--- config.mk ---
export PLATFORM = sky130hd
export DESIGN_NAME = nwt_prep
export DESIGN_NICKNAME = d
export VERILOG_FILES = /design/src/design/nwt_pkg.sv /design/src/design/nwt_prep.sv
export SDC_FILE = /design/constraint.sdc
export NUM_CORES = 1
export LEC_CHECK = 0
export BUFFER_PORTS_ARGS = -buffer_cell sky130_fd_sc_hd__buf_2
export CORE_MARGIN = 1.5
export CORE_UTILIZATION = 42
export CTS_BUF_LIST = sky130_fd_sc_hd__clkbuf_2
export DETAILED_ROUTE_END_ITERATION = 16
export GPL_TIMING_DRIVEN = 0
export PLACE_DENSITY = 0.7
export SYNTH_ARGS = -nofsm -noshare
export SYNTH_HDL_FRONTEND = slang
export SYNTH_SLANG_ARGS = --single-unit
--- constraint.sdc ---
create_clock -name clk_i -period 1.1 [get_ports clk_i]
set_input_delay 0.165 -clock clk_i [delete_from_list [all_inputs] [get_ports clk_i]]
set_output_delay 0.165 -clock clk_i [all_outputs]
set_load 0.01 [all_outputs]
--- src/design/nwt_pkg.sv ---
// package for the newton increment unit: mode codes and control structs
// no dependencies
`timescale 1ns / 1ps

package nwt_pkg;

  typedef enum logic [1:0] {
    MODE_CLASSIC   = 2'd0,
    MODE_DAMPED    = 2'd1,
    MODE_SAME_SIGN = 2'd2
  } step_mode_e;

  // control group that travels with each transaction down the divider chain
  typedef struct packed {
    logic vld;
    logic last;
    logic xn;     // estimate negative
    logic fn;     // function value negative
    logic dn;     // derivative negative
    logic fzero;  // function value is zero
    logic dzero;  // derivative is zero
    logic damp;   // halve the quotient
    logic keep;   // same-sign fallback enabled
  } nwt_ctrl_t;

  // control group leaving the post stage
  typedef struct packed {
    logic vld;
    logic last;
    logic bad;
    logic neg;
  } nwt_flag_t;

endpackage

--- src/design/nwt_prep.sv ---
// input stage: sign/magnitude split and mode decode
// depends on nwt_pkg
`timescale 1ns / 1ps

module nwt_prep #(
  parameter int DW = 32
) (
  input  logic                      clk_i,
  input  logic                      rst_ni,
  input  logic                      en_i,
  input  logic                      valid_i,
  input  nwt_pkg::step_mode_e       mode_i,
  input  logic [DW-1:0]             x_i,
  input  logic [DW-1:0]             f_i,
  input  logic [DW-1:0]             d_i,
  input  logic                      last_i,
  output nwt_pkg::nwt_ctrl_t        ctrl_o,
  output logic [DW-1:0]             xm_o,
  output logic [DW-1:0]             fm_o,
  output logic [DW-1:0]             dm_o
);
  import nwt_pkg::*;

  nwt_ctrl_t     ctrl_d, ctrl_q;
  logic [DW-1:0] xm_q, fm_q, dm_q;

  always_comb begin
    ctrl_d       = '0;
    ctrl_d.vld   = valid_i;
    ctrl_d.last  = last_i;
    ctrl_d.xn    = x_i[DW-1];
    ctrl_d.fn    = f_i[DW-1];
    ctrl_d.dn    = d_i[DW-1];
    ctrl_d.fzero = (f_i == '0);
    ctrl_d.dzero = (d_i == '0);
    unique case (mode_i)
      MODE_DAMPED:    ctrl_d.damp = 1'b1;
      MODE_SAME_SIGN: ctrl_d.keep = 1'b1;
      default: begin
        ctrl_d.damp = 1'b0;
        ctrl_d.keep = 1'b0;
      end
    endcase
  end

  always_ff @(posedge clk_i or negedge rst_ni) begin
    if (!rst_ni) begin
      ctrl_q <= '0;
    end else if (en_i) begin
      ctrl_q <= ctrl_d;
    end
  end

  always_ff @(posedge clk_i) begin
    if (en_i) begin
      xm_q <= x_i[DW-1] ? (~x_i + DW'(1)) : x_i;
      fm_q <= f_i[DW-1] ? (~f_i + DW'(1)) : f_i;
      dm_q <= d_i[DW-1] ? (~d_i + DW'(1)) : d_i;
    end
  end

  assign ctrl_o = ctrl_q;
  assign xm_o   = xm_q;
  assign fm_o   = fm_q;
  assign dm_o   = dm_q;

endmodule

# Word level (Yosys, flattened, before mapping)
# Index checks and enable logic that the tools add are counted.
[totals]
regBits = 105
latch_bits = 0
ram_bits = 0
mem_bits_ro = 0
n_memories = 0
[classes]
addsub = 3
multipliers = 0
div = 0
order_cmp = 0
n_eq_ne = 2
shifts = 0
n_mux = 5
bitwise_logic = 3
n_reduce_logical = 2
[op_table]
columns = ["cell", "count"]
rows = [
  ["$add 32x1->32 const B", 3],
  ["$not 32->32", 3],
  ["$mux 31", 3],
  ["$logic_not 32->1", 2],
  ["$eq 2x1->1 const B", 1],
  ["$eq 2x2->1 const B", 1],
  ["$mux 1", 2],
]

# Depth between registers and ports, before layout
[depth]
ltp_word = 3
ltp_mapped = 7
ltp_nobuf = 7

# Worst setup path after synthesis
# No wires, ideal clock.
[synth_path]
path_kind = "input-to-reg"
startpoint = "in f_i[19]"
endpoint = "reg fm_q[29], in the netlist fm_o[29], data pin"
arrival_time_ns = 1.620
required_ns = 0.842
slack_ns = -0.778
stages = 5
n_path_buf = 0
cell_sequence = "or4_4 -> nand2b_4 -> or4_4 -> o31ai_4 -> xnor2_1"
[synth_via]
elab_chain_len = 3
[synth_rtl]
columns = ["element", "line_no", "rtl"]
rows = [
  ["start, declared", "nwt_prep.sv:14", "input logic [DW-1:0] f_i,"],
  ["$not 32->32", "nwt_prep.sv:57", "fm_q <= f_i[DW-1] ? (~f_i + DW'(1)) : f_i;"],
  ["$add 32x1->32", "nwt_prep.sv:57", ""],
  ["$mux 31", "nwt_prep.sv:57", ""],
  ["end signal, assigned", "nwt_prep.sv:57", ""],
  ["end, declared", "nwt_prep.sv:25", "logic [DW-1:0] xm_q, fm_q, dm_q;"],
]
# No other way between the ends.
# A chain may end at the register's enable or synchronous reset.

# Worst setup path in the final report
[layout_path]
startpoint = "in x_i[11]"
endpoint = "reg xm_q[26], in the netlist xm_o[26], data pin"
[layout_via]
elab_chain_len = 3
[layout_rtl]
columns = ["element", "line_no", "rtl"]
rows = [
  ["start, declared", "nwt_prep.sv:13", "input logic [DW-1:0] x_i,"],
  ["$not 32->32", "nwt_prep.sv:56", "xm_q <= x_i[DW-1] ? (~x_i + DW'(1)) : x_i;"],
  ["$add 32x1->32", "nwt_prep.sv:56", ""],
  ["$mux 31", "nwt_prep.sv:56", ""],
  ["end signal, assigned", "nwt_prep.sv:56", ""],
  ["end, declared", "nwt_prep.sv:25", ""],
]
# No other way between the ends.

==> impl_metrics.env <==
export IMPL_status="finished, violations left"
export IMPL_violations="negative hold slack, negative setup slack"
export IMPL_clk_pin_slew_worst_paths_ns=0.32
export IMPL_drt_iter0_markers=257
export IMPL_io_buffers=206
export IMPL_htreeDepth=3
export IMPL_core_sq_um=12600
export IMPL_synth_fa_ha_area_frac=0.0140
export IMPL_synth_cell_types=36
export IMPL_finClkSkew_ns=0
export IMPL_grt_pass1_wl_mm=26.9
export IMPL_rsz0062_at_grt="true"
export IMPL_yosys_register_bits=105
export IMPL_swShare=0.280
export IMPL_max_freq_mhz=705
export IMPL_cts_buffers=9
export IMPL_start_util=0.427
export IMPL_synthMuxAreaShare=0.0126
export IMPL_ant_nets=0
export IMPL_dpl_hpwl_mm=10.4
export IMPL_setup_violations=165
export IMPL_yosys_area_top_type="edfxtp_1"
export IMPL_crit_start="x_i[11]"
export IMPL_nNetsFinal=908
export IMPL_grt_usage=0.262
export IMPL_p_total_w=0.00977
export IMPL_placed_area_sq_um=7040
export IMPL_final_cell_mix="buf_2 (185), dlygate4sd3_1 (119), edfxtp_1 (96)"
export IMPL_wire_per_inst_um=19.3
export IMPL_area_delta_synth_final_pct=77.2
export IMPL_final_core_util=0.757
export IMPL_die_w_um=116
export IMPL_switchingPower_w=0.00274
export IMPL_arrival_ns=1.83
export IMPL_dpl_worst_slack_ns=-1.08
export IMPL_r2r_slack_ns=0.19
export IMPL_ioPinCount=208
export IMPL_hold_path_class="input port to register"
export IMPL_final_common_cell="buf_2"
export IMPL_synth_compound_area_frac=0.104
export IMPL_cp_max_fo=4
export IMPL_grt_overflow_total=0
export IMPL_yosysWarningCount=0
export IMPL_reg2reg_to="ctrl_o[8]$_DFFE_PN0P_"
export IMPL_setup_worst_path_end="xm_o[26]$_DFFE_PP_"
export IMPL_postLayoutCellArea_sq_um=9510
export IMPL_finalCritPeriodShare=1.29
export IMPL_cp_required_ns=1.51
export IMPL_place_gp_congestion=0.855
export IMPL_synth_area_top_cells="edfxtp_1 (54%), xnor2_1 (14%), dfrtp_1 (4.2%)"
export IMPL_clockBufferDepth=2
export IMPL_hold_violations=11
export IMPL_p_clk_frac=0.237
export IMPL_max_cap_viol_count=0
export IMPL_wl_mm=18.8
export IMPL_drcViolationCount=0
export IMPL_pwr_share_comb=0.257
export IMPL_cp_end_kind="register"
export IMPL_fp_row_count=41
export IMPL_max_vdd_ir_drop_v=0.000736
export IMPL_syn_nets=532
export IMPL_reg2reg_depth=2
export IMPL_viasPerCell=5.30
export IMPL_synth_xor_area_frac=0.142
export IMPL_seqPwrFrac=0.506
export IMPL_synth_top_area_share=0.537
export IMPL_relSlewSlack=0.406
export IMPL_fin_ws_ns=-0.319
export IMPL_path_class="input port to register"
export IMPL_ys_seq_area_frac=0.579
export IMPL_drive_gt1_frac=0.506
export IMPL_grt_pass1_vias=5379
export IMPL_synthSimpleGateAreaFrac=0.131
export IMPL_final_min_clock_period_ns=1.42
export IMPL_cts_num_sinks=105
export IMPL_clk_insertion_delay_late_ns=0.59
export IMPL_highest_layer="met4"
export IMPL_whs_ns=-0.0176
export IMPL_r2r_start="ctrl_o[8]$_DFFE_PN0P_"
export IMPL_power_density_nw_per_um2=1030
export IMPL_drt_pass1_iter_count=5
export IMPL_synth_top_family_by_area="XOR/XNOR gates"
export IMPL_slew_violations=0
export IMPL_netlist_area_sq_um=5370
export IMPL_dieArea_sq_um=13500
export IMPL_postSynthAreaPerCell_sq_um=12.7
export IMPL_leakage_nw=3.73
export IMPL_die_h_um=116
export IMPL_root_buffer="clkbuf_2"
export IMPL_vias=5169
export IMPL_wl_met3_mm=1.11
export IMPL_antenna_found_initial=0
export IMPL_cp_start_kind="input port"
export IMPL_internal_power_w=0.00703
export IMPL_worst_slew_pin_slew_ns=0.891
export IMPL_n_antenna_cell=0
export IMPL_cts_tree="built"
export IMPL_synthCells=423
export IMPL_met1_length_mm=6.91
export IMPL_grt_max_degree=52
export IMPL_wl_met2_mm=9.96
[power by group through the flow]
stage                     registers (W)  logic (W)  clock network [W]
after floorplan                 0.00526   0.000617                  0
after global placement          0.00503    0.00177                  0
after detailed placement        0.00502    0.00181                  0
after CTS                       0.00494    0.00233            0.00234
after global routing            0.00499    0.00267            0.00249
final                           0.00494    0.00251            0.00232
[per-layer routing]
layer | vias to the layer above | track usage
met5 | - | 0
met4 | 0 | 0.141
met3 | 57 | 0.0539
met2 | 251 | 0.472
met1 | 2508 | 0.290
li1 | 2353 | -
[Yosys cell counts (all sizes together)]
cell type   n
a21oi       1
and3        1
buf         2
clkbuf      9
dfrtp       9
edfxtp     96
ha          6
inv        14
mux2        6
nand2      33
nand2b      5
nand3      14
nand3b      3
nand4       3
nor2       15
nor3        7
nor4        9
nor4b       2
o21ai      29
o22ai       1
o31ai      25
o41ai      17
or2         9
or3         6
or4        14
xnor2      86
xor2        1
[state kept, by name, summed over array words and instances, names as in the netlist]
register / flops
xm_o: 32
fm_o: 32
ctrl_o: 9
dm_o: 32
[metrics by stage]
step / TNS [ns] / std cells
global route: -43.00 / 976
global placement: -176.52 / 801
CTS: -35.75 / 963
floorplan: -38.21 / 423
detailed placement: -80.42 / 802
finish: -33.29 / 976
[layout make-up]
cell class                 count  area (sq um)
inverter                      14          52.6
tap                          172           215
timing repair buffer         365          2750
buffer                        11          57.6
sequential                   105          3110
multi-input combinational    293          3170
fill                         749          3050
clock inverter                 6           106
clock buffer                  10          50.0
[cells by family (layout without fill, tap and decap cells)]
logic type / count (synthesis) / count (layout)
AO/OA/AOI/OAI: 73 / 73
XOR/XNOR: 87 / 87
adder cells (fa/ha/maj): 6 / 6
buffers and inverters: 25 / 406
flip-flops: 105 / 105
multiplexers: 6 / 6
AND/OR/NAND/NOR: 121 / 121
[critical path: stages]
cell,delay (ns)
buf_6,0.09
or4_4,0.55
nor4b_4,0.24
buf_4,0.19
nand4_1,0.19
o41ai_2,0.28
xnor2_1,0.12
[timing repair]
item / in CTS / in global routing
endpoints found under the setup margin: 154 / 167
hold buffers: 119 / 3
endpoints found under the hold margin: 160 / 49
buffers inserted: 26 / 13
pin swaps: 34 / 19
resized for setup: 86 / 68
[how the worst min path moves through the flow]
stage / startpoint / end / slack [ns] / cells past startpoint
global placement: rst_ni / ctrl_o[1]$_DFFE_PN0P_ / 0.03 / 1
CTS: en_i / fm_o[23]$_DFFE_PP_ / -0.07 / 1
detailed placement: rst_ni / ctrl_o[1]$_DFFE_PN0P_ / 0.04 / 1
floorplan: rst_ni / ctrl_o[0]$_DFFE_PN0P_ / -0.13 / 0
finish: en_i / fm_o[27]$_DFFE_PP_ / -0.02 / 1
global route: en_i / fm_o[31]$_SDFFCE_PN0P_ / -0.07 / 1
(Power assumes the default switching activity.)
