<file path="src/design/nwt_pkg.sv">
// package for the newton increment unit: mode codes and control structs
// no dependencies
`timescale 1ns / 1ps

package nwt_pkg;

  typedef enum logic [1:0] {
    MODE_CLASSIC   = 2'd0,
    MODE_DAMPED    = 2'd1,
    MODE_SAME_SIGN = 2'd2
  } step_mode_e;

  // control group that travels with each transaction down the divider chain
  typedef struct packed {
    logic vld;
    logic last;
    logic xn;     // estimate negative
    logic fn;     // function value negative
    logic dn;     // derivative negative
    logic fzero;  // function value is zero
    logic dzero;  // derivative is zero
    logic damp;   // halve the quotient
    logic keep;   // same-sign fallback enabled
  } nwt_ctrl_t;

  // control group leaving the post stage
  typedef struct packed {
    logic vld;
    logic last;
    logic bad;
    logic neg;
  } nwt_flag_t;

endpackage

</file>
<file path="src/design/nwt_post.sv">
// post stage: damping, saturation, zero-derivative and same-sign fallback
// depends on nwt_pkg
`timescale 1ns / 1ps

module nwt_post #(
  parameter int DW = 32
) (
  input  logic               clk_i,
  input  logic               rst_ni,
  input  logic               en_i,
  input  nwt_pkg::nwt_ctrl_t ctrl_i,
  input  logic [DW-1:0]      xm_i,
  input  logic [DW+1:0]      quo_i,
  input  logic               sticky_i,
  output nwt_pkg::nwt_flag_t flag_o,
  output logic [DW-1:0]      mag_o
);
  import nwt_pkg::*;

  localparam int QW = DW + 2;

  logic [QW-1:0] wsign_w, qsel;
  logic [DW-1:0] wsign, qmag, rmag;
  logic          qzero, qneg0, ovf, qneg, bad, fallback, rneg;
  nwt_flag_t     flag_d, flag_q;
  logic [DW-1:0] mag_q;

  assign wsign_w = QW'(1) << (DW - 1);
  assign wsign   = DW'(1) << (DW - 1);
  assign qsel    = ctrl_i.damp ? (quo_i >> 1) : quo_i;
  assign qzero   = !sticky_i && (qsel == '0);
  assign qneg0   = !ctrl_i.fzero && (ctrl_i.fn == ctrl_i.dn) && !qzero;
  // negative side may reach the most negative value, positive side one less
  assign ovf     = sticky_i || (qneg0 ? (qsel > wsign_w) : (qsel > wsign_w - QW'(1)));

  always_comb begin
    if (ctrl_i.dzero) begin
      // saturate toward the sign of -f, zero when f is zero
      qneg = !ctrl_i.fzero && !ctrl_i.fn;
      bad  = 1'b1;
      if (ctrl_i.fzero) begin
        qmag = '0;
      end else begin
        qmag = qneg ? wsign : (wsign - DW'(1));
      end
    end else begin
      qneg = qneg0;
      bad  = ovf;
      if (ovf) begin
        qmag = qneg0 ? wsign : (wsign - DW'(1));
      end else begin
        qmag = qsel[DW-1:0];
      end
    end
  end

  // overshoot past zero: fall back to half the estimate, toward zero
  assign fallback = ctrl_i.keep && (xm_i != '0) && (qmag != '0) &&
                    (qneg != ctrl_i.xn) && (qmag > xm_i);
  assign rmag     = fallback ? (xm_i >> 1) : qmag;
  assign rneg     = fallback ? (!ctrl_i.xn && ((xm_i >> 1) != '0)) : qneg;

  always_comb begin
    flag_d      = '0;
    flag_d.vld  = ctrl_i.vld;
    flag_d.last = ctrl_i.last;
    flag_d.bad  = bad;
    flag_d.neg  = rneg;
  end

  always_ff @(posedge clk_i or negedge rst_ni) begin
    if (!rst_ni) begin
      flag_q <= '0;
    end else if (en_i) begin
      flag_q <= flag_d;
    end
  end

  always_ff @(posedge clk_i) begin
    if (en_i) begin
      mag_q <= rmag;
    end
  end

  assign flag_o = flag_q;
  assign mag_o  = mag_q;

endmodule

</file>
<file path="config.mk">
export PLATFORM = sky130hd
export DESIGN_NAME = nwt_post
export DESIGN_NICKNAME = d
export VERILOG_FILES = /design/src/design/nwt_pkg.sv /design/src/design/nwt_post.sv
export SDC_FILE = /design/constraint.sdc
export NUM_CORES = 1
export LEC_CHECK = 0
export ABC_AREA = 1
export CORE_AREA = 2 2 72 108
export DETAILED_ROUTE_END_ITERATION = 10
export DIE_AREA = 0 0 74 110
export DONT_BUFFER_PORTS = 1
export PLACE_DENSITY = 0.69
export SLEW_MARGIN = 20
export SYNTH_ARGS = -nofsm -noshare
export SYNTH_HDL_FRONTEND = slang
export SYNTH_SLANG_ARGS = --single-unit
</file>
<file path="constraint.sdc">
create_clock -name clk_i -period 0.8 [get_ports clk_i]
set_input_delay 0.12 -clock clk_i [delete_from_list [all_inputs] [get_ports clk_i]]
set_output_delay 0.12 -clock clk_i [all_outputs]
set_load 0.05 [all_outputs]
</file>
==> results.py, run 1 <==
metrics = {
    "outcome": {
        "status": "aborted with a tool error",
        "stop_stage": "global routing",
        "firstError": "[ERROR DPL-0038] Utilization greater than 100%, impossible to legalize",
    },
    "floorplan": {
        "dieHeight_um": 110,
        "rows": 38,
        "ios": 115,
        "die_w_um": 74,
        "initial_core_util": 0.5417,
    },
    "synth": {
        "ys_ff_latch": 36,
        "synth.largest_area_cell": "edfxtp_1",
        "yosys.area.top_type_share": 0.2471,
        "synthTopCellsByCount": "nand2_1, inv_1, nor2_1",
        "syn_area_um2": 3889,
        "syn_nets": 713,
        "yosysWarningCount": 0,
        "ys_seq_area_frac": 0.2728,
        "yosys.cell_count.top_type": "nand2_1",
        "synthArstFlopShare": 0.1111,
        "synth_cells": 602,
        "synthTopCellsByArea": "edfxtp_1, nand2_1, ha_1, inv_1, o21ai_1",
        "synth_edf_count": 32,
        "synth_area_per_cell_um2": 6.460,
        "synth_top_flop_cell": "edfxtp_1",
        "synthDistinctLibCells": 42,
    },
    "clocking": {
        "cts-buffers-inserted": 5,
        "cts_root_buf": "clkbuf_8",
        "ctsHtreeMaxLevel": 2,
        "clockBufferDepth": 2,
        "cts_sinks": 36,
    },
    "global_route": {
        "grt_max_degree": 68,
    },
    "timing": {
        "worst_endpoint": "mag_o[28]$_DFFE_PP_/D",
        "endpoint_type": "sequential cell input",
    },
    "place": {
        "hpwlAfterDp_mm": 10.31,
        "portBuffers": 0,
        "gp_congestion": 1.016,
        "dp_cells": 841,
    },
}
-- kinds of logic after synthesis --
family	Yosys count	synth area share
flops	36	0.2728
compound gates	108	0.1544
fa+ha+maj	32	0.1030
buf+inv	111	0.1284
simple gates	315	0.3414
-- per-stage QoR --
stage | cell area, um2 | hold WS [ps] | worst slack, ps | util | TNS, ps
after CTS | 6989 | -61.98 | -2369 | 0.9735 | -84700
after detailed placement | 5537 | -175.5 | -3069 | 0.7712 | -100540
after global placement | 5537 | -175.5 | -2893 | 0.7712 | -95890
after floorplan | 3914 | -175.6 | -2522 | - | -82910
-- what timing repair did --
item / 4_1_cts
cloned: 6
buffers inserted: 82
gates resized for setup: 164
hold buffers: 3
endpoints found under the hold margin: 39
pin swaps: 29
setup endpoints to repair: 70
==> inputs of run 2 (changes only) <==
--- a/config.mk
+++ b/config.mk
@@ -6,11 +6,11 @@
 export NUM_CORES = 1
 export LEC_CHECK = 0
 export ABC_AREA = 1
-export CORE_AREA = 2 2 72 108
+export CORE_AREA = 2 2 102 104
 export DETAILED_ROUTE_END_ITERATION = 10
-export DIE_AREA = 0 0 74 110
+export DIE_AREA = 0 0 104 106
 export DONT_BUFFER_PORTS = 1
-export PLACE_DENSITY = 0.69
+export PLACE_DENSITY_LB_ADDON = 0.15
 export SLEW_MARGIN = 20
 export SYNTH_ARGS = -nofsm -noshare
 export SYNTH_HDL_FRONTEND = slang
==> constraint.sdc (replaced) <==
create_clock -name clk_i -period 1 [get_ports clk_i]
set_input_delay 0.15 -clock clk_i [delete_from_list [all_inputs] [get_ports clk_i]]
set_output_delay 0.15 -clock clk_i [all_outputs]
set_load 0.05 [all_outputs]
==> results.py, run 2 <==
metrics = {
    "setup_path": {
        "r2r-end": "flag_o[2]",
        "crit_path_start_kind": "input pin",
        "crit_type": "input pin to flip-flop",
        "cp_max_fo": 68,
        "slowest_stage": "ha_4",
        "r2r-start": "flag_o[2]",
        "regToRegSetupSlack_ps": 250,
        "end_kind": "flip-flop",
        "cpPeakStageDelay_ps": 300,
        "r2r_cells": 3,
        "cp.required_ps": 1050,
        "arrival_ps": 3340,
        "cp_common_cell": "nand2_1",
    },
    "route": {
        "routed_wl_mm": 13.86,
        "vias": 4827,
        "routed_via_density": 5.108,
        "drt_first_pass_iters": 4,
        "drt_first_iter_violations": 171,
        "drc": 0,
        "met1_length_mm": 5.477,
        "antenna_left": 0,
        "dr_wl_met3_um": 774,
        "route.met2.wl_mm": 7.202,
        "top_layer": "met4",
        "wl_per_cell_um": 14.67,
    },
    "timing": {
        "finalSetupViolCount": 45,
        "slew_headroom": 0.6911,
        "tns_ps": -74300,
        "grt_setup_unrepaired": "yes",
        "final.period_utilization": 3.294,
        "layout_min_cycle_time_ps": 3294,
        "fmax_mhz": 303.6,
        "setup_ws_ps": -2294,
        "worst_pin_slew_ps": 459.0,
        "holdWs_ps": -29.84,
        "finalHoldViolations": 33,
        "finalMaxSlewViolations": 0,
        "finClkSkew_ps": 0,
    },
    "cells_and_area": {
        "area_delta_synth_final_pct": 71.72,
        "drive_gt1_frac": 0.4697,
        "diodes": 0,
        "largest_reg_flops": 32,
        "finish.instance_area_um2": 6678,
        "layoutNonFillerInstCount": 945,
        "final_common_cell": "buf_4",
        "layout_common_cells": "buf_4, nand2_1, inv_1",
        "nNetsFinal": 919,
        "fillCellCount": 874,
    },
    "place": {
        "place_ws_ps": -2854,
        "gp_congestion": 0.8972,
        "dp_cells": 873,
        "hpwlAfterDp_mm": 9.676,
        "portBuffers": 0,
        "post_dp_cell_area_um2": 5124,
    },
    "outcome": {
        "status": "finished with violations",
        "violations": "negative hold slack, negative setup slack",
    },
    "global_route": {
        "grt_usage": 0.2412,
        "grt_overflow_total": 0,
        "grt_pass1_wl_mm": 21.59,
        "grt_max_degree": 68,
        "antenna_found_initial": 0,
        "grt_pass1_vias": 4751,
    },
    "min_path": {
        "min_from": "en_i",
        "hp-class": "input pin to flip-flop",
        "hold_end": "mag_o[23]",
        "hold_depth": 0,
    },
    "power": {
        "totalPowerFinal_uw": 6937,
        "p_sw_uw": 2722,
        "p_sw_frac": 0.3923,
        "p_int_uw": 4216,
        "power.density_nw_per_um2": 1039,
        "power_leakage_uw": 0.003289,
        "clkPwrFrac": 0.154,
        "ir_worst_vdd_mv": 0.5924,
        "pwr-share-seq": 0.284,
        "combPwrFrac": 0.562,
    },
    "floorplan": {
        "dieHeight_um": 106,
        "initial_core_util": 0.3889,
        "ios": 115,
        "dieArea_um2": 11020,
        "die_w_um": 104,
        "rows": 37,
        "core_um2": 10000,
    },
    "clocking": {
        "ctsHtreeMaxLevel": 2,
        "clock_latency_ps": 290,
        "cts_root_buf": "clkbuf_8",
        "path_clk_slew_ps": 70,
        "hold_buffers": 3,
        "cts_sinks": 36,
        "cts-buffers-inserted": 5,
        "tritoncts": "yes",
        "clockBufferDepth": 2,
    },
    "synth": {
        "synth_area_per_cell_um2": 6.460,
        "synthTopCellsByCount": "nand2_1, inv_1, nor2_1",
        "yosysWarningCount": 0,
        "yosys.cell_count.top_type": "nand2_1",
        "synthArstFlopShare": 0.1111,
        "synth_top_flop_cell": "edfxtp_1",
        "syn_area_um2": 3889,
        "synth.largest_area_cell": "edfxtp_1",
        "syn_nets": 713,
        "ys_ff_latch": 36,
        "synthDistinctLibCells": 42,
        "yosys.area.top_type_share": 0.2471,
        "ys_seq_area_frac": 0.2728,
        "synth_cells": 602,
        "synthTopCellsByArea": "edfxtp_1, nand2_1, ha_1, inv_1, o21ai_1",
        "synth_edf_count": 32,
    },
    "run": {
        "drv_cap": 0,
    },
}
[run 2: cell counts after synthesis]
Identical to the previous run, type by type.
[run 2: final cells by class]
class	count	area, um2	share of cell area
clock buffer	6	82.58	0.01237
clock inverter	2	10.01	0.001499
inverter	91	390.4	0.05846
multi-input combinational	456	2989	0.4476
sequential	36	1061	0.1589
tap	136	170.2	0.02548
timing repair buffer	215	1934	0.2897
timing repair inverter	3	40.04	0.005996
[run 2: worst max-delay path, delay by kind of cell]
kind | cells | cell delay, ps
adder cells (fa/ha/maj) | 1 | 300
buffers and inverters | 5 | 570
AND/OR/NAND/NOR | 17 | 1590
AO/OA/AOI/OAI | 5 | 740
[run 2: layer usage]
layer | up-vias | track usage
li1 | 2390 | -
met1 | 2235 | 0.2693
met2 | 170 | 0.4488
met3 | 32 | 0.03924
met4 | 0 | 0.1100
met5 | - | 0
[run 2: through the flow]
stage          hold slack (ps)    util
2_1_floorplan           -145.6       -
3_3_place_gp            -145.5  0.5124
3_5_place_dp            -145.5  0.5124
4_1_cts                 -40.37  0.6150
5_1_grt                 -41.36  0.6678
6_report                -29.84  0.6678
[run 2: worst max path at each step]
stage / cells past startpoint / to / slack, ps / from
detailed placement: 28 / mag_o[16] / -2850 / ctrl_i[1]
global placement: 28 / mag_o[16] / -2770 / ctrl_i[1]
CTS: 29 / mag_o[6] / -2090 / quo_i[17]
floorplan: 30 / mag_o[8] / -2350 / ctrl_i[1]
finish: 28 / mag_o[6] / -2290 / ctrl_i[1]
global route: 28 / mag_o[4] / -2520 / ctrl_i[1]
[run 2: repair_timing]
action                                 in CTS  in global routing
endpoints found under the hold margin      38                 33
setup buffers                              46                  8
pin swaps                                  11                 50
resized for setup                         144                108
setup endpoints to repair                  62                 70
cloned                                      7                  2
[run 2: power by group through the flow]
stage / Sequential [uW] / Clock [uW] / Combinational (uW)
after CTS: 1960 / 1080 / 3480
after global placement: 1960 / 0 / 2810
after global routing: 1990 / 1120 / 4190
after detailed placement: 1970 / 0 / 2850
final: 1970 / 1070 / 3900
after floorplan: 2620 / 0 / 1170
[run 2: cells by family after synthesis]
family | Yosys count | share of synthesized area
adders and majority gates | 32 | 0.1030
AOI/OAI and AO/OA | 108 | 0.1544
buffers and inverters | 111 | 0.1284
and+or+nand+nor | 315 | 0.3414
DFF | 36 | 0.2728
(Power assumes the default switching activity.)
