$ cat src/design/nwt_pkg.sv
// package for the newton increment unit: mode codes and control structs
// no dependencies
`timescale 1ns / 1ps

package nwt_pkg;

  typedef enum logic [1:0] {
    MODE_CLASSIC   = 2'd0,
    MODE_DAMPED    = 2'd1,
    MODE_SAME_SIGN = 2'd2
  } step_mode_e;

  // control group that travels with each transaction down the divider chain
  typedef struct packed {
    logic vld;
    logic last;
    logic xn;     // estimate negative
    logic fn;     // function value negative
    logic dn;     // derivative negative
    logic fzero;  // function value is zero
    logic dzero;  // derivative is zero
    logic damp;   // halve the quotient
    logic keep;   // same-sign fallback enabled
  } nwt_ctrl_t;

  // control group leaving the post stage
  typedef struct packed {
    logic vld;
    logic last;
    logic bad;
    logic neg;
  } nwt_flag_t;

endpackage

$ cat src/design/nwt_cell.sv
// one restoring divide step: one quotient bit per cell, registered
// depends on nwt_pkg
`timescale 1ns / 1ps

module nwt_cell #(
  parameter int DW = 32
) (
  input  logic               clk_i,
  input  logic               rst_ni,
  input  logic               en_i,
  input  nwt_pkg::nwt_ctrl_t ctrl_i,
  input  logic [DW-1:0]      xm_i,
  input  logic [DW-1:0]      dm_i,
  input  logic [DW-1:0]      div_i,
  input  logic [DW-1:0]      rem_i,
  input  logic [DW+1:0]      quo_i,
  input  logic               sticky_i,
  output nwt_pkg::nwt_ctrl_t ctrl_o,
  output logic [DW-1:0]      xm_o,
  output logic [DW-1:0]      dm_o,
  output logic [DW-1:0]      div_o,
  output logic [DW-1:0]      rem_o,
  output logic [DW+1:0]      quo_o,
  output logic               sticky_o
);
  import nwt_pkg::*;

  nwt_ctrl_t     ctrl_q;
  logic [DW-1:0] xm_q, dm_q, div_q, rem_q;
  logic [DW+1:0] quo_q;
  logic          sticky_q;
  logic [DW:0]   trial, diff;
  logic          qb;

  // dividend bits come in msb first, zeros once it is shifted out
  assign trial = {rem_i, div_i[DW-1]};
  assign diff  = trial - {1'b0, dm_i};
  assign qb    = (trial >= {1'b0, dm_i});

  always_ff @(posedge clk_i or negedge rst_ni) begin
    if (!rst_ni) begin
      ctrl_q <= '0;
    end else if (en_i) begin
      ctrl_q <= ctrl_i;
    end
  end

  always_ff @(posedge clk_i) begin
    if (en_i) begin
      xm_q     <= xm_i;
      dm_q     <= dm_i;
      div_q    <= {div_i[DW-2:0], 1'b0};
      rem_q    <= qb ? diff[DW-1:0] : trial[DW-1:0];
      quo_q    <= {quo_i[DW:0], qb};
      sticky_q <= sticky_i | quo_i[DW+1];
    end
  end

  assign ctrl_o   = ctrl_q;
  assign xm_o     = xm_q;
  assign dm_o     = dm_q;
  assign div_o    = div_q;
  assign rem_o    = rem_q;
  assign quo_o    = quo_q;
  assign sticky_o = sticky_q;

endmodule

$ cat config.mk
export PLATFORM = sky130hd
export DESIGN_NAME = nwt_cell
export DESIGN_NICKNAME = d
export VERILOG_FILES = /design/src/design/nwt_pkg.sv /design/src/design/nwt_cell.sv
export SDC_FILE = /design/constraint.sdc
export NUM_CORES = 1
export LEC_CHECK = 0
export BUFFER_PORTS_ARGS = -buffer_cell sky130_fd_sc_hd__buf_2
export CAP_MARGIN = 20
export CORE_AREA = 2 2 137 139
export DETAILED_ROUTE_END_ITERATION = 8
export DIE_AREA = 0 0 139 141
export HOLD_SLACK_MARGIN = 0.03
export PLACE_DENSITY = 0.75
export SYNTH_ARGS = -nofsm -noshare
export SYNTH_HDL_FRONTEND = slang
export SYNTH_SLANG_ARGS = --single-unit
$ cat constraint.sdc
create_clock -name clk_i -period 1.31 [get_ports clk_i]
set_input_delay 0.262 -clock clk_i [delete_from_list [all_inputs] [get_ports clk_i]]
set_output_delay 0.262 -clock clk_i [all_outputs]
set_load 0.05 [all_outputs]
## Word-level counts from Yosys, hierarchy flattened

Cells that the tools add are included.

| operators by class | value |
|---|---|
| bitwise operators | 1 |
| div/mod/pow operators | 0 |
| reductions and logical operators | 0 |
| $mul | 0 |
| shift-type cells | 0 |
| multiplexer cells | 1 |
| equality and inequality tests | 0 |
| $lt $le $gt $ge | 1 |
| $add $sub $neg | 1 |

Operator list:

| operator | count |
|---|---|
| 33-bit by 32-bit greater-or-equal comparator with 1-bit output | 1 |
| 32-bit 2-to-1 mux | 1 |
| 32-bit subtractor | 1 |
| 1-bit OR | 1 |

| word-level totals | value |
|---|---|
| output and inout bits | 172 |
| input bits | 175 |
| bits in read-only memories | 0 |
| memories | 0 |
| bits in registers | 171 |
| word-level logic and storage cells | 19 |
| latch bits | 0 |
| memory bits (writable) | 0 |

## Logic depth before layout (Yosys ltp)

Gate-level depths: netlist of the first run.

| logic depth | value |
|---|---|
| word-level depth | 2 |
| gate-level depth with buffers | 13 |
| mapped depth without buffers | 12 |

## Worst setup path after synthesis of the first run

Ideal clock, no wire load.

| timing path | value |
|---|---|
| path type | in2reg |
| start | input port dm_i[7] |
| end | register rem_q[13] (netlist: rem_o[13]) (data pin) |
| setup time | 0.262 ns |
| buffers on the path | 2 |
| stages | 12 |
| setup slack | -1.728 ns |
| arrival time | 2.776 ns |
| path through | inv_1 -> ha_1 -> buf_2 -> nand4_1 -> or4_1 -> a21oi_1 -> nor3_1 -> a211oi_2 -> o21ai_2 -> o31ai_4 -> buf_4 -> mux2_1 |

| on the way | value |
|---|---|
| word-level cells in the longest chain between the ends | 2 |
| elaborated cells on any way between the ends | 3 |
| those cells by class | add/sub: 1; order compare: 1; mux: 1 |

RTL lines:

| what | RTL line | source |
|---|---|---|
| start, declared | nwt_cell.sv:13 | `input logic [DW-1:0] dm_i,` |
| 32-bit subtractor or 33-bit by 32-bit greater-or-equal comparator with 1-bit output (tied branches) | nwt_cell.sv:37, nwt_cell.sv:38 |  |
| 32-bit 2-to-1 mux * | nwt_cell.sv:53 | `rem_q <= qb ? diff[DW-1:0] : trial[DW-1:0];` |
| end signal, assigned | nwt_cell.sv:53 |  |
| end, declared | nwt_cell.sv:29 | `logic [DW-1:0] xm_q, dm_q, div_q, rem_q;` |

Mark *: on every way between the ends. The rest lies on a longest branch, timed or not.
A chain may end at the register's enable or synchronous reset.

## Worst setup path after layout of the first run

| timing path | value |
|---|---|
| start | input port div_i[31] |
| end | register rem_q[30] (netlist: rem_o[30]) (data pin) |

| on the way | value |
|---|---|
| word-level cells in the longest chain between the ends | 2 |
| elaborated cells on any way between the ends | 3 |
| those cells by class | add/sub: 1; order compare: 1; mux: 1 |

RTL lines:

| what | RTL line | source |
|---|---|---|
| start, declared | nwt_cell.sv:14 | `input logic [DW-1:0] div_i,` |
| 32-bit subtractor or 33-bit by 32-bit greater-or-equal comparator with 1-bit output (tied branches) | nwt_cell.sv:37, nwt_cell.sv:38 |  |
| 32-bit 2-to-1 mux * | nwt_cell.sv:53 |  |

Marks and branches as above.

==> impl_summary.md, run 1 <==
Logic synthesis
The Yosys step of the flow raised 0 warnings. The cell accounting for the most synthesized area is sky130_fd_sc_hd__edfxtp_1. A synthesized cell averages 14.0 sq um. The netlist uses 50 different library cells. After synthesis, flip-flops and latches occupy 68.6% of the total area. The cell count after synthesis is 529. The commonest cells after synthesis are sky130_fd_sc_hd__edfxtp_1 (162), sky130_fd_sc_hd__a21oi_1 (56), sky130_fd_sc_hd__inv_1 (38).

The post-synth design cell area is about 0.0074 sq mm. The commonest register cell after synthesis is sky130_fd_sc_hd__edfxtp_1. The number of synthesized flops with an enable pin is 162. In this run, synthesis produced a sequential element count of 171. By area the synthesized netlist is led by sky130_fd_sc_hd__edfxtp_1 (66%), sky130_fd_sc_hd__ha_1 (5.4%), sky130_fd_sc_hd__a21oi_1 (3.8%).

The share of synthesized area in the top cell type comes to between 60% and 70%. The number of nets in the synthesized netlist is 737. In the synthesized netlist the async set-or-reset flop fraction comes to 5.26%.

The most frequent cell after synthesis is sky130_fd_sc_hd__edfxtp_1.

Timing
The number of hold violations in the final report is 0. The share of the clock period used by the worst path after layout is 203%. The highest clock rate is 375 MHz. At the pin with the least slew margin, the transition time is 0.525 ns. Between clock sinks in the finished design, the worst skew comes to 0 ns. The minimum period implied by the final worst setup slack is 2.66 ns. The worst pin sits at a relative slew slack of 64.9%. The final max-slew violation count is 0. The setup-violating endpoint count in the final report is 40. The final setup slack of the worst path is -1.35 ns.

In the final timing run, aggregate negative setup slack is -40.85 ns. Setup repair after global routing could not meet its margin everywhere.

Worst setup path
The endpoint type of the worst setup path is a flip-flop. The critical path launch point is div_i[31]. The element type at the critical path start is an input pin. STA puts the critical path data required time at 1.49 ns. The beginning of the worst register-to-register path is ctrl_o[5]. The arrival time of data at the critical path endpoint is 2.84 ns.

The path type of the worst setup path is in2reg. The worst-path maximum fanout is 3. Across all register-to-register paths, the minimum setup slack is ~0.50 ns.

Hold path
The path category of the worst min-delay check is in2reg. The startpoint of the tightest hold check path is dm_i[23].

Route
The via count of the routed design is between 6,000 and 7,000. Dividing the detail-routed via count by the number of cells gives between 4 and 5. The wire length per cell after detailed routing is between 15 and 20 um. For this block, the initial DRC count from the detailed router was between 300 and 400.

The total length of routed wires is around 26,000 um. In the routed design, unresolved DRC markers number 0. The pre-antenna-repair detailed-routing pass consisted of 4 iterations. The detail route stage leaves a number of antenna-violating nets equal to 0.

Global routing
The largest net degree at the start of global routing is 67. The number of antenna violations at the first check in global routing is 1. The leftover overflow at the end of global routing is 0. The number of global-route vias before repair came to about 6,900. The first global-routing pass estimated 37,000 um of wire.

In the global route stage, overall resource usage came out at 24.6%.

Place
The congestion estimate from routability-driven global placement came to 0.856. The HPWL after detailed placement is 16,500 um. The number of placed instances, taps included, is 1,192. The count of input and output buffers is 345.

CTS
The maximum clock path buffer count is 2. The register clock-pin slew on the reported worst setup and hold paths is approximately 0.07 ns. The number of clock buffers added by TritonCTS is 17. The clock sink count is 171. The clock tree from TritonCTS is yes. Clock latency on the worst-skew pair, taken at its later pin, is about 0.43 ns.

The cell at the root of the clock tree is sky130_fd_sc_hd__clkbuf_16. The maximum level of the CTS H-tree is 4.

Power
The switching power share of the total is 34.4%. The proportion of power drawn by the clock network is 29.1%. The static leakage power is ~5.8 nW. The power per cell area is roughly 1300 mW/mm^2. The fraction of power consumed by combinational cells is 31.4%.

For this design the total switching power over the nets is 0.00594 W. The internal power consumption is 0.0113 W. The sequential power share is 39.5%.

VDD sags by at most 1.04 mV.

Layout
In the final design database the tool counted between 1,000 and 1,500 nets. The post-route non-filler standard cell count is around 1,400. The proportion of layout cells with a drive suffix above 1 is 50.6%.

The area growth from synthesis to layout is 76.4%.

Run
The tool flagged a number of max-cap violations equal to 0.

Run status
The checks that failed: negative setup slack. The run finished, with violations left.

Floorplan
The die is 139 um wide. The floorplan step set the die height to about 140 um. The floorplan row count is 50.

The die covers 0.0196 sq mm. The top-level I/O count is ~350. The initial core utilization is approximately two fifths. The total area inside the core boundary comes to 0.0183 sq mm.
## routing by layer
layer	wire, um	share of wire [%]	GRT usage, %	vias to the layer above
met4	782	3.0	8.40	0
met5	0	0	0	-
met2	14400	55	45.2	293
met3	1670	6.3	6.90	57
li1	-	-	-	3139
met1	9480	36	27.4	3262
## stage by stage
stage | cell area [sq um] | hold slack, ns | setup slack [ns] | utilization, % | total power [W]
after global placement | 10300 | 0.119 | -1.76 | 56.4 | 0.0112
final | 13100 | 0.0433 | -1.35 | 71.7 | 0.0172
after global routing | 13100 | 0.0323 | -1.46 | 71.7 | 0.0178
after detailed placement | 10300 | 0.124 | -1.87 | 56.4 | 0.0113
after CTS | 12600 | 0.0304 | -1.30 | 69.0 | 0.0168
after floorplan | 7590 | -0.0336 | -1.61 | - | 0.00979
## registers in the layout, indices dropped and copies added, names as in the netlist
register,flops
ctrl_o,9
div_o,31
dm_o,32
quo_o,34
rem_o,32
sticky_o,1
xm_o,32
## worst paths after layout
check	endpoint	cells past startpoint
max	rem_o[30]	13
min	dm_o[23]	1
max reg2reg	ctrl_o[5]	1
min reg2reg	ctrl_o[2]	1
max in group asynchronous	ctrl_o[7]	2
min in group asynchronous	ctrl_o[5]	2
## area by class of cell
type | count | area [sq um]
Inverter | 38 | 155
Tap cell | 234 | 293
Sequential cell | 171 | 5090
Clock inverter | 14 | 153
Multi-Input combinational cell | 300 | 2410
Timing Repair Buffer | 586 | 4550
Antenna cell | 1 | 2.50
Fill cell | 1206 | 5170
Clock buffer | 18 | 439
## power groups by stage
stage	sequential (W)	clock, W	combinational [W]
3_3_place_gp	0.00683	0	0.00439
6_report	0.00681	0.00501	0.00541
2_1_floorplan	0.00870	0	0.00109
5_1_grt	0.00685	0.00529	0.00568
4_1_cts	0.00674	0.00504	0.00505
3_5_place_dp	0.00684	0	0.00445
## kinds of logic (layout without fill, tap and decap cells)
kind of cell,after synthesis,in the layout,share of synthesized area (%)
fa+ha+maj,33,33,5.66
buf+inv,58,656,3.29
xor+xnor,27,27,3.19
mux,20,20,3.02
other cells,1,2,0.0505
simple gates,100,100,6.36
compound gates,119,119,9.86
flops,171,171,68.6
## what timing repair did
action                     CTS  global route
setup endpoints to repair   63           143
buffers inserted             8             6
pin swaps                    6            14
hold buffers               125             0
gates resized for setup    111           244
hold endpoints to repair   133             0
gates cloned                 4             0
## cells in the final DEF (no fill, tap or decap), types with 6 or more instances in the layout
| master | n |
|---|---|
| sky130_fd_sc_hd__nand3_1 | 8 |
| sky130_fd_sc_hd__ha_4 | 8 |
| sky130_fd_sc_hd__clkbuf_4 | 8 |
| sky130_fd_sc_hd__buf_6 | 76 |
| sky130_fd_sc_hd__buf_2 | 209 |
| sky130_fd_sc_hd__edfxtp_1 | 162 |
| sky130_fd_sc_hd__o21a_1 | 6 |
| sky130_fd_sc_hd__dlygate4sd3_1 | 125 |
| sky130_fd_sc_hd__nor2_1 | 29 |
| sky130_fd_sc_hd__o21ai_0 | 12 |
| sky130_fd_sc_hd__a21o_1 | 12 |
| sky130_fd_sc_hd__inv_1 | 30 |
| sky130_fd_sc_hd__mux2_2 | 9 |
| sky130_fd_sc_hd__dfrtp_1 | 9 |
| sky130_fd_sc_hd__nand2_1 | 25 |
| sky130_fd_sc_hd__buf_4 | 161 |
| sky130_fd_sc_hd__clkbuf_16 | 17 |
| sky130_fd_sc_hd__nor2_2 | 6 |
| sky130_fd_sc_hd__ha_1 | 24 |
| sky130_fd_sc_hd__xnor2_1 | 15 |
| sky130_fd_sc_hd__a21oi_1 | 36 |
| sky130_fd_sc_hd__xor2_1 | 12 |
| sky130_fd_sc_hd__a21oi_2 | 18 |
| sky130_fd_sc_hd__nand4_1 | 8 |
| sky130_fd_sc_hd__mux2_4 | 10 |
## worst max-delay path, stage by stage
cell and delay [ns]:
sky130_fd_sc_hd__buf_2 0.10, sky130_fd_sc_hd__inv_1 0.05, sky130_fd_sc_hd__ha_1 0.22, sky130_fd_sc_hd__fa_2 0.36
sky130_fd_sc_hd__nand2b_4 0.16, sky130_fd_sc_hd__a21oi_4 0.15, sky130_fd_sc_hd__o21ai_2 0.09, sky130_fd_sc_hd__o311a_1 0.39
sky130_fd_sc_hd__a31oi_4 0.21, sky130_fd_sc_hd__a21oi_2 0.11, sky130_fd_sc_hd__o41ai_2 0.35, sky130_fd_sc_hd__xor2_1 0.12
sky130_fd_sc_hd__mux2_4 0.27
(Power assumes the default switching activity.)
==> run 2: changes to the inputs <==
--- a/config.mk
+++ b/config.mk
@@ -7,11 +7,10 @@
 export LEC_CHECK = 0
 export BUFFER_PORTS_ARGS = -buffer_cell sky130_fd_sc_hd__buf_2
 export CAP_MARGIN = 20
-export CORE_AREA = 2 2 137 139
+export CORE_UTILIZATION = 42
 export DETAILED_ROUTE_END_ITERATION = 8
-export DIE_AREA = 0 0 139 141
 export HOLD_SLACK_MARGIN = 0.03
-export PLACE_DENSITY = 0.75
+export PLACE_DENSITY = 0.76
 export SYNTH_ARGS = -nofsm -noshare
 export SYNTH_HDL_FRONTEND = slang
 export SYNTH_SLANG_ARGS = --single-unit
==> constraint.sdc (replaced) <==
create_clock -name clk_i -period 2.4 [get_ports clk_i]
set_input_delay 0.48 -clock clk_i [delete_from_list [all_inputs] [get_ports clk_i]]
set_output_delay 0.48 -clock clk_i [all_outputs]
set_load 0.05 [all_outputs]
==> impl_summary.md, run 2 (synthesis gave the netlist of run 1 again) <==
Route
The number of DRC markers after the initial detailed-route iteration is 338 (-0.59%). The wire length per cell after detailed routing is 17.9 um (-7.4%). The number of detailed-route iterations in the first pass is 5 (+1).

The mean number of vias per cell was 4.97 (+0.31%). The DRC violation count after routing came to 0 (unchanged). The total length of routed wires came to 21,800 um (-17%). The via count of the routed design is 6,041 (-11%).

The number of antenna-violating nets in the routed design is 0 (unchanged).

Timing
The worst setup skew after layout is 0 ns (unchanged). The final setup slack of the worst path is -0.385 ns (+0.969 ns). The number of hold violations in the final report is 0 (unchanged). The normalized max-slew margin was 56.5% (-8.4 points).

The total negative slack for setup checks is -7.45 ns (+33.39 ns). The setup-violating endpoint count in the final report is 33 (-18%). Setup repair after global routing could not meet its margin everywhere. The slew at the pin closest to its max-slew limit is 0.653 ns (+0.129 ns). The share of the clock period used by the worst path after layout is 116%.

The minimum period implied by the final worst setup slack is 2.79 ns. The final max-slew violation count was 0 (unchanged). For this run, the top clock speed supported by timing is 359 MHz.

Power
The proportion of power drawn by the clock network is 30.2% (+1.1 points). The net switching component of the power is 0.00309 W (-48%). The fraction of power consumed by combinational cells is 28.5% (-2.9 points). The static leakage power is 5.00 nW (-14%). The worst IR drop on VDD is 0.515 mV (-50%). The sequential power share is 41.3% (+1.8 points).

The internal power consumption came to 0.00580 W (-49%). The power per cell area was 797 mW/mm^2 (-39%). The switching power share of the total is 34.8% (+0.31 points).

Floorplan
The full die area was 0.0182 sq mm (-7.1%). The core area was 0.0173 sq mm (-5.3%). The die width is 135 um (-2.9%). The height of the chip came to 135 um (-4.3%). The floorplan row count was 48 (-4.0%). The top-level I/O count is 347 (unchanged). The initial core utilization was 42.9% (+2.3 points).

CTS
The clock latency of the later-clocked register in the worst-skew pair is 0.42 ns (about the same). The clock sink count is 171 (unchanged). The register clock-pin slew on the reported worst setup and hold paths is 0.07 ns (about the same).

The maximum clock path buffer count is 2 (unchanged). In this run the clock root is driven by a sky130_fd_sc_hd__clkbuf_16. The maximum level of the CTS H-tree was 4 (unchanged). The number of clock buffers inserted by TritonCTS is 17 (unchanged). The clock tree from TritonCTS is yes.

Layout
The total number of nets in the final design is 1,183 (-11%). The proportion of layout cells with a drive suffix above 1 was 55.0% (+4.4 points). The finished layout cell area came to 0.0112 sq mm (-15%).

The most common library cell in the layout ignoring fill and taps is sky130_fd_sc_hd__buf_2. The number of flip-flops under the largest register name was 34 (unchanged). The utilization after layout is 64.5% (-7.1 points).

The number of fill cells in the layout is 1,323 (+9.7%). The growth of design area from synthesis to finish is 50.4%. The top cell types in the final layout, fill and taps aside, are sky130_fd_sc_hd__buf_2 (329), sky130_fd_sc_hd__edfxtp_1 (162), sky130_fd_sc_hd__buf_4 (89), sky130_fd_sc_hd__a21oi_1 (42), sky130_fd_sc_hd__nor2_1 (35).

Global routing
The routing usage on met2 was 42.6% (-2.6 points). The leftover overflow at the end of global routing is 0 (unchanged). In this run the most used layer during global routing was met2. The number of antenna violations at the first check in global routing was 3 (+2). The global routing met1 resource utilization is 28.2% (+0.78 points).

The number of global-route vias before repair was 5,925 (-14%). The largest net degree at the start of global routing came to 64 (-4.5%). The overall global routing resource usage is 23.8% (-0.71 points). The global-route wire length before repair is 32,100 um (-13%). The met3 layer usage reported by global route is 4.80% (-2.1 points).

Worst setup path
The worst-path maximum fanout is 3 (unchanged). The path type of the worst setup path is in2reg. The worst setup path is launched from an input pin. The endpoint type of the worst setup path is a flip-flop. The data required time of the critical path is 2.58 ns (+1.09 ns). The arrival time of data at the critical path endpoint is 2.97 ns (+0.13 ns).

Hold path
The min-delay analysis places its worst path in the category in2reg.

Place
The routability congestion estimate from global placement is 0.878 (+2.6%). The placed wire-length estimate came to 16,700 um (+1.5%). The placed cell area was 0.0102 sq mm (-0.96%). The count of input and output buffers is 345 (unchanged).

Run status
The flow ran to the end, but the final reports show violations. The checks that failed: negative setup slack.

Run
The number of max-capacitance violations reported is 0 (unchanged).
run 2: cell count changes in the layout (fill, tap and decap cells not counted), sizes merged:
cell | before | now
diode | 1 | 2
clkbuf | 26 | 17
buf | 453 | 446
clkinv | 6 | 9
clkinvlp | 2 | 0
dlygate4sd3 | 125 | 1
run 2: path summary, 6_finish.rpt:
check | slack, ns | to | startpoint | cells past startpoint
min in group asynchronous | 0.46 | ctrl_o[8] | rst_ni | 2
worst min register to register | 0.51 | ctrl_o[7] | ctrl_o[7] | 1
worst min-delay path | 0.22 | dm_o[6] | dm_i[6] | 1
worst max-delay path | -0.39 | rem_o[30] | div_i[31] | 13
worst max register to register | 1.59 | ctrl_o[0] | ctrl_o[0] | 1
max in group asynchronous | 1.76 | ctrl_o[6] | rst_ni | 2
run 2: metrics by stage:
step / setup WS [ns] / hold WS, ns / total power, W / cells
after detailed placement: -0.965 / 0.341 / 0.00615 / 1173
after global placement: -0.873 / 0.336 / 0.00611 / 1173
after global routing: -0.520 / 0.207 / 0.00921 / 1214
final: -0.385 / 0.219 / 0.00889 / 1215
after floorplan: -0.738 / 0.184 / 0.00534 / 529
after CTS: -0.344 / 0.204 / 0.00891 / 1209
run 2: cell type report:
cell class              instances  area, sq um  share of cell area [%]
diodes                          2         5.00                  0.0448
repair buffers                447         2690                    24.1
well taps                     225          282                    2.52
flip-flops and latches        171         5090                    45.6
inverters                      38          160                    1.43
clock inverters                15          156                    1.40
multi-input cells             300         2350                    21.1
clock buffers                  17          425                    3.81
run 2: metal layers:
metal	up-vias	part of all wire, %
met5	-	0.051
met4	2	2.1
met3	33	6.5
met2	237	52
met1	2897	40
li1	2872	-
run 2: critical path, cell delays in order:
cell	delay (ns)
sky130_fd_sc_hd__buf_2	0.09
sky130_fd_sc_hd__inv_1	0.04
sky130_fd_sc_hd__ha_2	0.17
sky130_fd_sc_hd__fa_2	0.35
sky130_fd_sc_hd__nand2b_4	0.17
sky130_fd_sc_hd__a21oi_4	0.14
sky130_fd_sc_hd__o21ai_2	0.09
sky130_fd_sc_hd__o311a_1	0.39
sky130_fd_sc_hd__a31oi_4	0.24
sky130_fd_sc_hd__a21oi_4	0.10
sky130_fd_sc_hd__o41ai_2	0.35
sky130_fd_sc_hd__xor2_1	0.10
sky130_fd_sc_hd__mux2_4	0.26
run 2: timing repair:
| action | 4_1_cts | 5_1_grt |
|---|---|---|
| setup endpoints to repair | 32 | 33 |
| gates resized for setup | 62 | 14 |
| hold buffers | 1 | 0 |
| endpoints found under the hold margin | 9 | 0 |
| pin swaps | 3 | 4 |
| cloned | 1 | 0 |
| setup buffers | 2 | 5 |
run 2: power groups by stage:
stage | sequential [W] | combinational [W] | clock, W
2_1_floorplan | 0.00475 | 0.000594 | 0
5_1_grt | 0.00370 | 0.00267 | 0.00284
6_report | 0.00367 | 0.00253 | 0.00269
3_3_place_gp | 0.00373 | 0.00239 | 0
4_1_cts | 0.00368 | 0.00250 | 0.00273
3_5_place_dp | 0.00374 | 0.00241 | 0
